$ cat config.mk
export PLATFORM = sky130hd
export DESIGN_NAME = ascii_checksum_packet_reassembler
export DESIGN_NICKNAME = d
export VERILOG_FILES = /design/src/design/acpr_pkg.sv /design/src/design/acpr_core.sv /design/src/design/ascii_checksum_packet_reassembler.sv
export SDC_FILE = /design/constraint.sdc
export NUM_CORES = 1
export LEC_CHECK = 0
export BUFFER_PORTS_ARGS = -buffer_cell sky130_fd_sc_hd__buf_2
export CAP_MARGIN = 20
export CELL_PAD_IN_SITES_DETAIL_PLACEMENT = 1
export CELL_PAD_IN_SITES_GLOBAL_PLACEMENT = 2
export CORE_ASPECT_RATIO = 0.5
export CORE_MARGIN = 5
export CORE_UTILIZATION = 37
export DETAILED_ROUTE_END_ITERATION = 8
export GPL_TIMING_DRIVEN = 0
export HOLD_SLACK_MARGIN = 0.03
export PLACE_DENSITY_LB_ADDON = 0.1
export SYNTH_ARGS = -nofsm -noshare
export SYNTH_HDL_FRONTEND = slang
export SYNTH_SLANG_ARGS = --single-unit
$ cat constraint.sdc
create_clock -name clk -period 7.6 [get_ports clk]
set_input_delay 0.38 -clock clk [delete_from_list [all_inputs] [get_ports clk]]
set_output_delay 0.38 -clock clk [all_outputs]
set_load 0.02 [all_outputs]
$ cat src/design/acpr_pkg.sv
// Shared constants, result record and digit weight table for the packet reassembler.
`default_nettype none

package acpr_pkg;

  // Parameter defaults
  localparam int PAYLOAD_STRIDE_DEF      = 502;
  localparam int MAX_PACKET_BYTES_DEF    = 1024;
  localparam int BUFFER_ADDRESS_BITS_DEF = 20;

  // Fixed packet layout
  localparam int HEADER_BYTES = 10;
  localparam int CKS_DIGITS   = 6;
  localparam int DIGIT_BASE   = 48;

  // Field widths
  localparam int BYTE_W  = 8;
  localparam int DIGIT_W = 10;
  localparam int WT_W    = 17;
  localparam int CKS_W   = 26;
  localparam int SEQ_W   = 19;
  localparam int BSUM_W  = 19;
  localparam int ADDR_W  = 20;

  // Stream widths
  localparam int OUT_DATA_W = 48;
  localparam int OUT_USER_W = 4;

  typedef struct packed {
    logic                    we;
    logic [ADDR_W-1:0]       waddr;
    logic [BYTE_W-1:0]       wdata;
    logic                    aerr;
    logic                    done;
    logic                    ok;
    logic                    shrt;
    logic signed [SEQ_W-1:0] seq;
  } acpr_result_t;

  // Decimal weight of each header digit, by byte position.
  function automatic logic [WT_W-1:0] digit_weight(input logic [3:0] idx);
    logic [WT_W-1:0] w;
    case (idx)
      4'd0:    w = WT_W'(100000);
      4'd1:    w = WT_W'(10000);
      4'd2:    w = WT_W'(1000);
      4'd3:    w = WT_W'(100);
      4'd4:    w = WT_W'(10);
      4'd5:    w = WT_W'(1);
      4'd6:    w = WT_W'(1000);
      4'd7:    w = WT_W'(100);
      4'd8:    w = WT_W'(10);
      4'd9:    w = WT_W'(1);
      default: w = '0;
    endcase
    return w;
  endfunction

endpackage

`default_nettype wire

$ cat src/design/acpr_core.sv
// Per-packet accumulators and the result logic for one received byte.
`default_nettype none

module acpr_core #(
  parameter int PAYLOAD_STRIDE      = acpr_pkg::PAYLOAD_STRIDE_DEF,
  parameter int MAX_PACKET_BYTES    = acpr_pkg::MAX_PACKET_BYTES_DEF,
  parameter int BUFFER_ADDRESS_BITS = acpr_pkg::BUFFER_ADDRESS_BITS_DEF
) (
  input  logic                   clk,
  input  logic                   rst_n,
  input  logic                   step,
  input  logic [7:0]             rx_byte,
  input  logic                   last_byte,
  output acpr_pkg::acpr_result_t res
);
  import acpr_pkg::*;

  localparam int POS_W  = $clog2(MAX_PACKET_BYTES + 1);
  localparam int SW     = $clog2(PAYLOAD_STRIDE + 1);
  localparam int BASE_W = SEQ_W + SW + 1;
  localparam int BW_W   = $clog2(1000 * PAYLOAD_STRIDE + 1);
  localparam int PROD_W = DIGIT_W + BW_W + 1;
  localparam int SUM_W  = ((BASE_W > BUFFER_ADDRESS_BITS + 1) ? BASE_W
                                                               : BUFFER_ADDRESS_BITS + 1) + 1;

  // Sequence digit weights pre-scaled by the stride, so the base address
  // builds up alongside the sequence number.
  localparam logic [BW_W-1:0] BASE_WT [4] = '{
    BW_W'(1000 * PAYLOAD_STRIDE), BW_W'(100 * PAYLOAD_STRIDE),
    BW_W'(10 * PAYLOAD_STRIDE),   BW_W'(PAYLOAD_STRIDE)
  };
  localparam logic signed [SUM_W-1:0] ADDR_LIMIT =
    SUM_W'(longint'(1) << BUFFER_ADDRESS_BITS);

  logic [POS_W-1:0]         pos_r,  pos_nxt;
  logic signed [CKS_W-1:0]  cks_r,  cks_nxt;
  logic signed [SEQ_W-1:0]  seq_r,  seq_nxt;
  logic signed [BSUM_W-1:0] sum_r,  sum_nxt;
  logic signed [BASE_W-1:0] base_r, base_nxt;

  logic                     in_range, is_cks, is_seq, is_pay, addr_bad, shrt;
  logic signed [DIGIT_W-1:0] digit;
  logic [WT_W-1:0]          wt;
  logic signed [27:0]       dig_prod;
  logic [1:0]               seq_idx;
  logic signed [PROD_W-1:0] base_prod;
  logic [POS_W-1:0]         offset;
  logic signed [SUM_W-1:0]  addr;

  always_comb begin
    in_range = pos_r < POS_W'(MAX_PACKET_BYTES);
    is_cks   = pos_r < POS_W'(CKS_DIGITS);
    is_seq   = !is_cks && (pos_r < POS_W'(HEADER_BYTES));
    is_pay   = in_range && !is_cks && !is_seq;

    digit     = $signed({2'b00, rx_byte} - DIGIT_W'(DIGIT_BASE));
    wt        = digit_weight(pos_r[3:0]);
    dig_prod  = digit * $signed({1'b0, wt});
    seq_idx   = 2'(pos_r[3:0] - 4'd6);
    base_prod = digit * $signed({1'b0, BASE_WT[seq_idx]});

    offset   = pos_r - POS_W'(HEADER_BYTES);
    addr     = SUM_W'(base_r) + SUM_W'($signed({1'b0, offset}));
    addr_bad = addr[SUM_W-1] || (addr >= ADDR_LIMIT);
    shrt     = pos_r < POS_W'(HEADER_BYTES - 1);

    pos_nxt  = pos_r;
    cks_nxt  = cks_r;
    seq_nxt  = seq_r;
    sum_nxt  = sum_r;
    base_nxt = base_r;
    if (in_range) begin
      pos_nxt = pos_r + POS_W'(1);
      if (is_cks) begin
        cks_nxt = cks_r + CKS_W'(dig_prod);
      end else begin
        sum_nxt = sum_r + BSUM_W'($signed(rx_byte));
        if (is_seq) begin
          seq_nxt  = seq_r + SEQ_W'(dig_prod);
          base_nxt = base_r + BASE_W'(base_prod);
        end
      end
    end

    res = '0;
    if (is_pay) begin
      if (addr_bad) begin
        res.aerr = 1'b1;
      end else begin
        res.we    = 1'b1;
        res.waddr = addr[ADDR_W-1:0];
        res.wdata = rx_byte;
      end
    end
    if (last_byte) begin
      res.done = 1'b1;
      res.shrt = shrt;
      if (!shrt) begin
        // checksum digits are complete once the packet is not short
        res.ok  = (cks_r == CKS_W'(sum_nxt));
        res.seq = seq_nxt;
      end
      pos_nxt  = '0;
      cks_nxt  = '0;
      seq_nxt  = '0;
      sum_nxt  = '0;
      base_nxt = '0;
    end
  end

  always_ff @(posedge clk) begin
    if (!rst_n) begin
      pos_r  <= '0;
      cks_r  <= '0;
      seq_r  <= '0;
      sum_r  <= '0;
      base_r <= '0;
    end else if (step) begin
      pos_r  <= pos_nxt;
      cks_r  <= cks_nxt;
      seq_r  <= seq_nxt;
      sum_r  <= sum_nxt;
      base_r <= base_nxt;
    end
  end

endmodule

`default_nettype wire

$ cat src/design/ascii_checksum_packet_reassembler.sv
// Top level: input register, byte processing core and output register.
// The result of a byte is computed as it leaves the input register and is held in the output register.
// Throughput: one byte per cycle; the input register and the output register
// each advance every cycle unless the downstream side stalls.
// Reset: synchronous, active low; clears both stage valids and the packet
// accumulators, so the next byte is taken as position 0 of a new packet.
`default_nettype none

module ascii_checksum_packet_reassembler #(
  parameter int PAYLOAD_STRIDE      = acpr_pkg::PAYLOAD_STRIDE_DEF,
  parameter int MAX_PACKET_BYTES    = acpr_pkg::MAX_PACKET_BYTES_DEF,
  parameter int BUFFER_ADDRESS_BITS = acpr_pkg::BUFFER_ADDRESS_BITS_DEF
) (
  input  logic                            clk,
  input  logic                            rst_n,
  input  logic                            in_tvalid,
  output logic                            in_tready,
  input  logic [7:0]                      in_tdata,   // rx_byte
  input  logic                            in_tlast,   // last_byte
  output logic                            out_tvalid,
  input  logic                            out_tready,
  // write_address[19:0], write_data[27:20], sequence_number[46:28], zero[47]
  output logic [acpr_pkg::OUT_DATA_W-1:0] out_tdata,
  // write_enable[0], address_error[1], checksum_ok[2], short_packet[3]
  output logic [acpr_pkg::OUT_USER_W-1:0] out_tuser,
  output logic                            out_tlast   // packet_done
);
  import acpr_pkg::*;

  logic                  s1_valid_r;
  logic [BYTE_W-1:0]     s1_byte_r;
  logic                  s1_last_r;
  logic                  out_valid_r;
  logic [OUT_DATA_W-1:0] out_data_r;
  logic [OUT_USER_W-1:0] out_user_r;
  logic                  out_last_r;
  logic                  adv, in_acc;
  acpr_result_t          res;

  assign adv       = s1_valid_r && (!out_valid_r || out_tready);
  assign in_tready = !s1_valid_r || adv;
  assign in_acc    = in_tvalid && in_tready;

  acpr_core #(
    .PAYLOAD_STRIDE      (PAYLOAD_STRIDE),
    .MAX_PACKET_BYTES    (MAX_PACKET_BYTES),
    .BUFFER_ADDRESS_BITS (BUFFER_ADDRESS_BITS)
  ) u_core (
    .clk       (clk),
    .rst_n     (rst_n),
    .step      (adv),
    .rx_byte   (s1_byte_r),
    .last_byte (s1_last_r),
    .res       (res)
  );

  always_ff @(posedge clk) begin
    if (!rst_n) begin
      s1_valid_r  <= 1'b0;
      out_valid_r <= 1'b0;
    end else begin
      if (in_acc) begin
        s1_valid_r <= 1'b1;
      end else if (adv) begin
        s1_valid_r <= 1'b0;
      end
      if (adv) begin
        out_valid_r <= 1'b1;
      end else if (out_tready) begin
        out_valid_r <= 1'b0;
      end
    end
  end

  always_ff @(posedge clk) begin
    if (in_acc) begin
      s1_byte_r <= in_tdata;
      s1_last_r <= in_tlast;
    end
    if (adv) begin
      out_data_r <= {1'b0, res.seq, res.wdata, res.waddr};
      out_user_r <= {res.shrt, res.ok, res.aerr, res.we};
      out_last_r <= res.done;
    end
  end

  assign out_tvalid = out_valid_r;
  assign out_tdata  = out_data_r;
  assign out_tuser  = out_user_r;
  assign out_tlast  = out_last_r;

endmodule

`default_nettype wire

==> run_results.csv <==
group,metric,value,unit
synthesis,synth_largest_area_cell,"fa_1",
worst_hold_path,min_path_type,"input port to register",
worst_setup_path,worstSetupPathType,"register to register",
clock_network,cts_buffer_depth,2,
floorplanning,num_rows,61,
floorplanning,die_h,179,um
power,pwr_density_cell,272,mW/mm^2
sta,slew_headroom,0.288,
floorplanning,die_w,348,um
synthesis,async_flop_share,0,
floorplanning,die_area,0.0622,sq mm
drt,first_iter_violations,821,
sta,period_minus_slack,7.40,ns
cells_and_area,area.growth.synth_to_final,13.4,%
cells_and_area,final_common_cell,"inv_1",
synthesis,syn-cell-area,0.0211,sq mm
sta,grt_setup_unrepaired,"true",
cells_and_area,mostFrequentLayoutCells,"inv_1 (353), ha_1 (232), fa_1 (216)",
sta,setup_viol,0,
synthesis,yosysSeqAreaShare,0.198,
global_route,antenna_found_initial,6,
clock_network,htree_levels,4,
cells_and_area,fillers,6514,
sta,hold_viol,0,
worst_setup_path,cp.required,7.95,ns
clock_network,numCtsBuffers,17,
place,hpwl,56200,um
synthesis,ys_top_cells_by_area,"fa_1 (21%), ha_1 (14%), dfxtp_1 (11%), edfxtp_1 (8.7%), inv_1 (6.3%)",
synthesis,synth_nets,2857,
worst_setup_path,crit_top_cell,"fa_1",
power,p_total,6510,uW
sta,fin_skew,0.0201,ns
worst_setup_path,crit_end,"u_core.cks_r[23]$_SDFFE_PN0P_",
clock_network,clock_latency,0.48,ns
place,dpl_cell_area,0.0224,sq mm
worst_setup_path,cp-start-kind,"register",
worst_setup_path,critPathMaxStageDelay,0.57,ns
worst_setup_path,reg2reg_to,"u_core.cks_r[23]$_SDFFE_PN0P_",
power,max-vdd-ir-drop,0.172,mV
sta,finalCritPeriodShare,0.974,
synthesis,synth-seq-cells,178,
worst_setup_path,reg2reg_from,"s1_byte_r[5]$_DFFE_PP_",
clock_network,cts_tree,"built",
cells_and_area,final_core_utilization,0.427,
drt,drcViolationCount,0,
sta,slew_viol_final,0,
synthesis,synth_cell_types,80,
place,gp_congestion,0.855,
cells_and_area,fin_nets,2980,
worst_setup_path,crit_path_start,"s1_byte_r[5]$_DFFE_PP_",
synthesis,syn_avg_cell_area,8.85,sq um
global_route,grt_start_max_net_pins,32,
cells_and_area,antenna_cells,0,
synthesis,ys_warn_count,0,
worst_setup_path,slowest_stage,"fa_1",
drt,wl,70100,um
sta,worst_pin_slew,1.07,ns
clock_network,clockRootBuffer,"clkbuf_16",
worst_setup_path,critPathCaptureType,"register",
cells_and_area,final_cell_area,0.0239,sq mm
floorplanning,design.core.area,0.0559,sq mm
clock_network,cts_sinks,178,
drt,num_vias,17000,
power,p_leak,0.0111,uW
floorplanning,ios,68,
floorplanning,start_util,0.377,
synthesis,yosys.area.top_type_share,0.208,
synthesis,synth_edf_count,61,
sta,setup_tns,0,ns
global_route,grt_overflow_total,0,
global_route,grt.total_usage,0.229,
global_route,grt_pass1_vias,18100,
clock_network,cts_hold_buf,0,
flow_run,drv_cap,0,
sta,clock.fmax,135,MHz
clock_network,clk_pin_slew,0.09,ns
drt,first_pass_iters,5,
synthesis,synthFlopType,"dfxtp_1",
synthesis,syn_inst,2383,
cells_and_area,drive_gt1_frac,0.101,
worst_setup_path,path_max_fanout,5,
status,outcome,"finished, final reports clean",
place,port_buffers,66,
drt,via_per_inst,5.20,
worst_setup_path,r2r_slack,0.20,ns
global_route,grt_pass1_wl,108000,um
worst_setup_path,worstPathArrival,7.75,ns
drt,wl_per_cell,21.4,um
drt,drt.antenna.violating_nets,0,
worst_setup_path,reg2reg_depth,34,
-- worst min-delay path by stage --
stage                        startpoint                endpoint  slack, ns  cells after the start
finish                      in_tdata[0]  s1_byte_r[0]$_DFFE_PP_       0.07                      1
global placement    s1_last_r$_DFFE_PP_     out_tlast$_DFFE_PP_       0.44                      0
CTS                         in_tdata[0]  s1_byte_r[0]$_DFFE_PP_       0.06                      1
detailed placement  s1_last_r$_DFFE_PP_     out_tlast$_DFFE_PP_       0.44                      0
global route                in_tdata[0]  s1_byte_r[0]$_DFFE_PP_       0.05                      1
floorplan           s1_last_r$_DFFE_PP_     out_tlast$_DFFE_PP_       0.42                      0
-- power breakdown --
| group | switching (uW) | internal [uW] |
|---|---|---|
| sequential | 58.1 | 1020 |
| combinational | 2530 | 1870 |
| clock | 506 | 520 |
| total | 3100 | 3420 |
-- repair_timing --
action,CTS,global route
gates resized for setup,60,60
pin swaps,17,34
setup buffers,29,10
setup endpoints to repair,53,13
-- per-layer routing --
layer  vias to the layer above  global-route usage  part of all wire
li1                       8161                   -                 -
met2                       233               0.374              0.44
met3                        50              0.0464             0.052
met1                      8578               0.321              0.49
met5                         -                   0                 0
met4                         0              0.0397             0.014
-- worst max-delay path, delay by kind of cell, from the launching register on --
family / cells / cell delay [ns]
fa+ha+maj: 8 / 3.18
compound gates: 8 / 1.42
simple gates: 8 / 1.27
buf+inv: 8 / 0.77
flops: 1 / 0.38
xor+xnor: 2 / 0.24
-- cells by family after synthesis --
logic type,count (synthesis),share of synthesized area
compound gates,412,0.127
simple gates,735,0.174
other cells,2,0.000356
xor+xnor,141,0.0612
fa+ha+maj,461,0.351
buf+inv,436,0.0799
flops,178,0.198
mux,18,0.00878
-- registers in the layout, summed over array words and instances (netlist names) --
name / flops
s1_last_r: 1
u_core.sum_r: 19
out_tvalid: 1
s1_byte_r: 8
u_core.seq_r: 19
u_core.cks_r: 26
s1_valid_r: 1
u_core.wt: 12
u_core.base_r: 28
out_tlast: 1
out_tuser: 4
u_core.pos_r: 11
out_tdata: 47
-- per-stage QoR --
step	setup slack [ns]	cells	hold WS (ns)
finish	0.196	3275	0.0724
global route	-0.0695	3275	0.0477
CTS	-0.0312	3267	0.0552
detailed placement	-1.99	3208	0.441
global placement	-1.96	3205	0.437
floorplan	0.164	2383	0.424
-- synth_stat cells, drive strengths merged, types with 18 or more instances --
library cell,n
nand4,21
a21o,35
nand2,151
nand2b,25
a21oi,116
o21ai,79
o21a,20
xnor2,94
or3,18
nand3,36
and2,105
and3,19
clkbuf,60
a22oi,51
nor2b,45
nor3,45
buf,18
inv,355
dfxtp,117
nor2,219
fa,219
edfxtp,61
ha,242
xor2,43
-- layout make-up --
class,instances,area (sq um),area share
repair buffers,110,759,0.0318
multi-input cells,1769,15600,0.653
well taps,756,946,0.0396
inverters,358,1350,0.0564
plain buffers,72,417,0.0174
clock buffers,18,439,0.0184
flip-flops and latches,178,4170,0.175
clock inverters,14,210,0.00879
Power figures use the tool's default switching activity.
